**config.mk**
```make
export PLATFORM = sky130hd
export DESIGN_NAME = lpcm_addr_fold
export DESIGN_NICKNAME = d
export VERILOG_FILES = /design/src/sv/lpcm_addr_fold.sv
export SDC_FILE = /design/constraint.sdc
export NUM_CORES = 1
export LEC_CHECK = 0
export BUFFER_PORTS_ARGS = -buffer_cell sky130_fd_sc_hd__buf_2
export CAP_MARGIN = 20
export CORE_AREA = 5 5 42 44
export CTS_BUF_LIST = sky130_fd_sc_hd__clkbuf_2 sky130_fd_sc_hd__clkbuf_4 sky130_fd_sc_hd__clkbuf_8
export CTS_CLUSTER_SIZE = 20
export DETAILED_ROUTE_END_ITERATION = 10
export DIE_AREA = 0 0 47 49
export GPL_TIMING_DRIVEN = 0
export PLACE_DENSITY = 0.63
export SKIP_CTS_REPAIR_TIMING = 1
export SYNTH_ARGS = -nofsm -noshare
export SYNTH_HDL_FRONTEND = slang
export SYNTH_SLANG_ARGS = --single-unit
```
**constraint.sdc**
```tcl
create_clock -name clk_i -period 0.8 [get_ports clk_i]
set_input_delay 0 -clock clk_i [delete_from_list [all_inputs] [get_ports clk_i]]
set_output_delay 0 -clock clk_i [all_outputs]
set_load 0.03 [all_outputs]
```
**src/sv/lpcm_addr_fold.sv**
```systemverilog
// Reduces a 16-bit sample address modulo the sample memory depth.
module lpcm_addr_fold #(
  parameter int SAMPLE_DEPTH = 65536
) (
  input  logic                            clk_i,
  input  logic [15:0]                     addr_i,
  output logic [$clog2(SAMPLE_DEPTH)-1:0] idx_o
);

  localparam int AW = $clog2(SAMPLE_DEPTH);

  if (SAMPLE_DEPTH < 65536) begin : g_fold
    // Estimate the quotient with a fixed-point reciprocal; it is low by at most one.
    localparam longint RECIP_L = (64'd1 << 32) / SAMPLE_DEPTH;
    localparam logic [24:0] RECIP   = 25'(RECIP_L);
    localparam logic [15:0] DEPTH16 = 16'(SAMPLE_DEPTH);

    logic [40:0] quo_full;
    logic [7:0]  quo_q;
    logic [23:0] quo_depth;
    logic [15:0] rem_raw;
    logic [15:0] rem;

    assign quo_full = 41'(addr_i) * 41'(RECIP);

    always_ff @(posedge clk_i) begin
      quo_q <= quo_full[39:32];
    end

    assign quo_depth = 24'(quo_q) * 24'(DEPTH16);
    assign rem_raw   = addr_i - quo_depth[15:0];
    assign rem       = (rem_raw >= DEPTH16) ? (rem_raw - DEPTH16) : rem_raw;
    assign idx_o     = AW'(rem);
  end else begin : g_pass
    logic [AW-1:0] idx_q;

    always_ff @(posedge clk_i) begin
      idx_q <= AW'(addr_i);
    end

    assign idx_o = idx_q;
  end

endmodule
```
---- Yosys cells after proc, flatten, opt, wreduce, memory -nomap -nowiden ----
Index checks and enable logic that the tools add are counted.
Widths: inputs -> output; s select.
storage, ports and cells
  input port bits ......................... 17
  bits in registers ....................... 16

---- Longest topological paths before layout ----
  word-level depth ........................ 0
  depth in mapped cells ................... 0

---- Worst setup path before layout ----
No wires, ideal clock.
  path kind ............................... reg-to-output
  from .................................... register g_pass.idx_q[0] (netlist: idx_o[0])
  to ...................................... output idx_o[0]
  path buffers ............................ 0
  data required time ...................... 800 ps
  setup slack ............................. 341 ps
  arrival ................................. 459 ps
  cell stages (with the launch flop) ...... 1
  cells stage by stage .................... dfxtp_1
RTL lines
  item                    line  RTL
  start, declared         35    logic [AW-1:0] idx_q;
  start signal, assigned  38    idx_q <= AW'(addr_i);
  end, declared           7     output logic [$clog2(SAMPLE_DEPTH)-1:0] idx_o
No word-level cell between the ends.

---- Worst setup path in the final report ----
  from .................................... register g_pass.idx_q[10] (netlist: idx_o[10])
  to ...................................... output idx_o[10]
No word-level cell between the ends.

==> metrics.md <==
| Metric | Value |
|---|---|
| Die width | `47 um` |
| Top_reg_cell synth | `dfxtp_1` |
| Rows | `14` |
| Number of global-route vias before repair | `287` |
| Avg Cell Area, Syn | `20.0 um^2` |
| Dpl hpwl | `582 um` |
| TritonRoute pass-1 iters | `1` |
| Nets | `86` |
| Maxcap violations | `0` |
| WHS | `355 ps` |
| Detail-routed via count per cell | `3.71` |
| All-Layer GR Usage | `0.0738` |
| Seq/Total Area, Yosys | `1.00` |
| Worst path max stage delay | `310 ps` |
| Achievable frequency | `1.32 GHz` |
| Worst VDD drop | `1.36 mV` |
| Pleak | `0.000365 uW` |
| Final Critical Period | `760 ps` |
| Total wire length | `~960 um` |
| Placed cell count | `64` |
| # H-tree levels | `1` |
| Die Y | `roughly 49 um` |
| Slew HR | `0.932` |
| Commonest cells post-synth | `dfxtp_1 (16)` |
| Largest area contributor in the netlist | `dfxtp_1` |
| Crit end category | `output port` |
| CTS max path bufs | `2` |
| Critical Path Slowest Stage Cell | `dfxtp_1` |
| WL per Instance | `between 10 and 15 um` |
| CP Cell Sequence | `clkbuf_4` |
| Final Hold Fails | `0` |
| Hold Crit Class | `input pin to flip-flop` |
| 1st-iter DRT viols | `0` |
| Post-synthesis instance total | `16` |
| CP max FO | `1` |
| Largest net degree at the start of global routing | `10` |
| First-pass GRT wire length | `1180 um` |
| Most frequent cell after synthesis | `dfxtp_1` |
| Final core occ | `0.532` |
| Tcrit/Tclk final | `0.950` |
| I/O pin count | `33` |
| Top-area cell type share of the netlist area | `1.00` |
| Footprint of the multi-input gates | `0 um^2` |
| Setup repair after global routing missed its margin | `false` |
| Buf/Inv on CP | `1` |
| Async S/R FF share, synth | `0` |
| Residual DRC | `0` |
| PwrDens | `2160 mW/mm^2` |
| Multi-Input Combinational | `0` |
| Share of layout cells above drive strength 1 | `0.544` |
| Worst-Margin Slew | `103 ps` |
| Max reg flops | `16` |
| Critical path's top delay family | `flip-flops` |
| Post-synth EDFFs | `0` |
| Dominant cells by area after synthesis | `dfxtp_1 (100%)` |
| Die area | `0.00230 mm^2` |
| Worst setup SP type | `flip-flop` |
| Post-Layout Cell Count | `84` |
| Clock Sinks | `16` |
| Final setup vio count | `0` |
| CTS root buf | `clkbuf_4` |
| Area Overhead vs Synth | `133%` |
| Starting Density | `0.229` |
| Overflow after GRT | `0` |
| Distinct cells, synth | `1` |
| Worst Path Arrival | `around 760 ps` |
| GPL Wtd Cong | `0.588` |
| Final antenna-violating net count | `0` |
| Vias post-DR | `roughly 310` |
| Syn_nets | `33` |
| Inserted Diodes | `0` |
| CTS Buf Count | `3` |
| Core box area | `0.00140 mm^2` |
| Initial antenna violation count | `0` |
| Status | `finished clean` |
| Port Buffers | `32` |
| Worst-path clk slew | `90 ps` |
| Kind of critical path | `flip-flop to output port` |
| CTS tree | `built` |
| Area of the mapped netlist | `320 um^2` |
| Ys Warns | `0` |
| Required time of the critical path | `roughly 800 ps` |
| Max Slew Vio Count | `0` |
| Overall power | `1610 uW` |
| FF+latch count, synth | `16` |
-- power by group --
group,switching (uW),internal (uW),total [uW]
clock network,228,276,504
logic,123,132,256
registers,11.4,839,851
-- cell families after synthesis --
logic type,count (synthesis),synth area share
flops,16,1.00
-- layer usage --
metal / GRT usage / routed length [um] / part of all wire / vias up
met2: 0.106 / 585 / 0.61 / 16
met1: 0.0787 / 287 / 0.30 / 143
li1: - / - / - / 151
met3: 0.0258 / 80 / 0.083 / 2
met4: 0.0691 / 8 / 0.0083 / 0
met5: 0 / 0 / 0 / -
-- cell usage in the layout, fill, tap and decap left out --
| cell type | count |
|---|---|
| buf_4 | 13 |
| dfxtp_1 | 15 |
| clkbuf_4 | 4 |
| buf_2 | 16 |
| dfxtp_2 | 1 |
| buf_6 | 2 |
| clkbuf_8 | 1 |
| dlygate4sd3_1 | 16 |
-- path summary, 6_finish.rpt --
path,from,end,slack (ps),cells after the start
hold / removal,addr_i[6],idx_o[6],350,2
setup / recovery,idx_o[10],idx_o[10],40,1
-- stage by stage --
stage	TNS (ps)	instance area, um^2	worst slack (ps)
6_report	0	746	40.2
4_1_cts	-14.4	537	-11.0
3_5_place_dp	0	500	312
2_1_floorplan	0	320	341
5_1_grt	0	746	9.18
3_3_place_gp	0	500	324
-- cell type report --
class | count | area [um^2]
fillers | 131 | 656
repair buffers | 48 | 368
clock buffers | 4 | 36.3
flip-flops and latches | 16 | 322
well taps | 16 | 20.0
(Power assumes the default switching activity.)
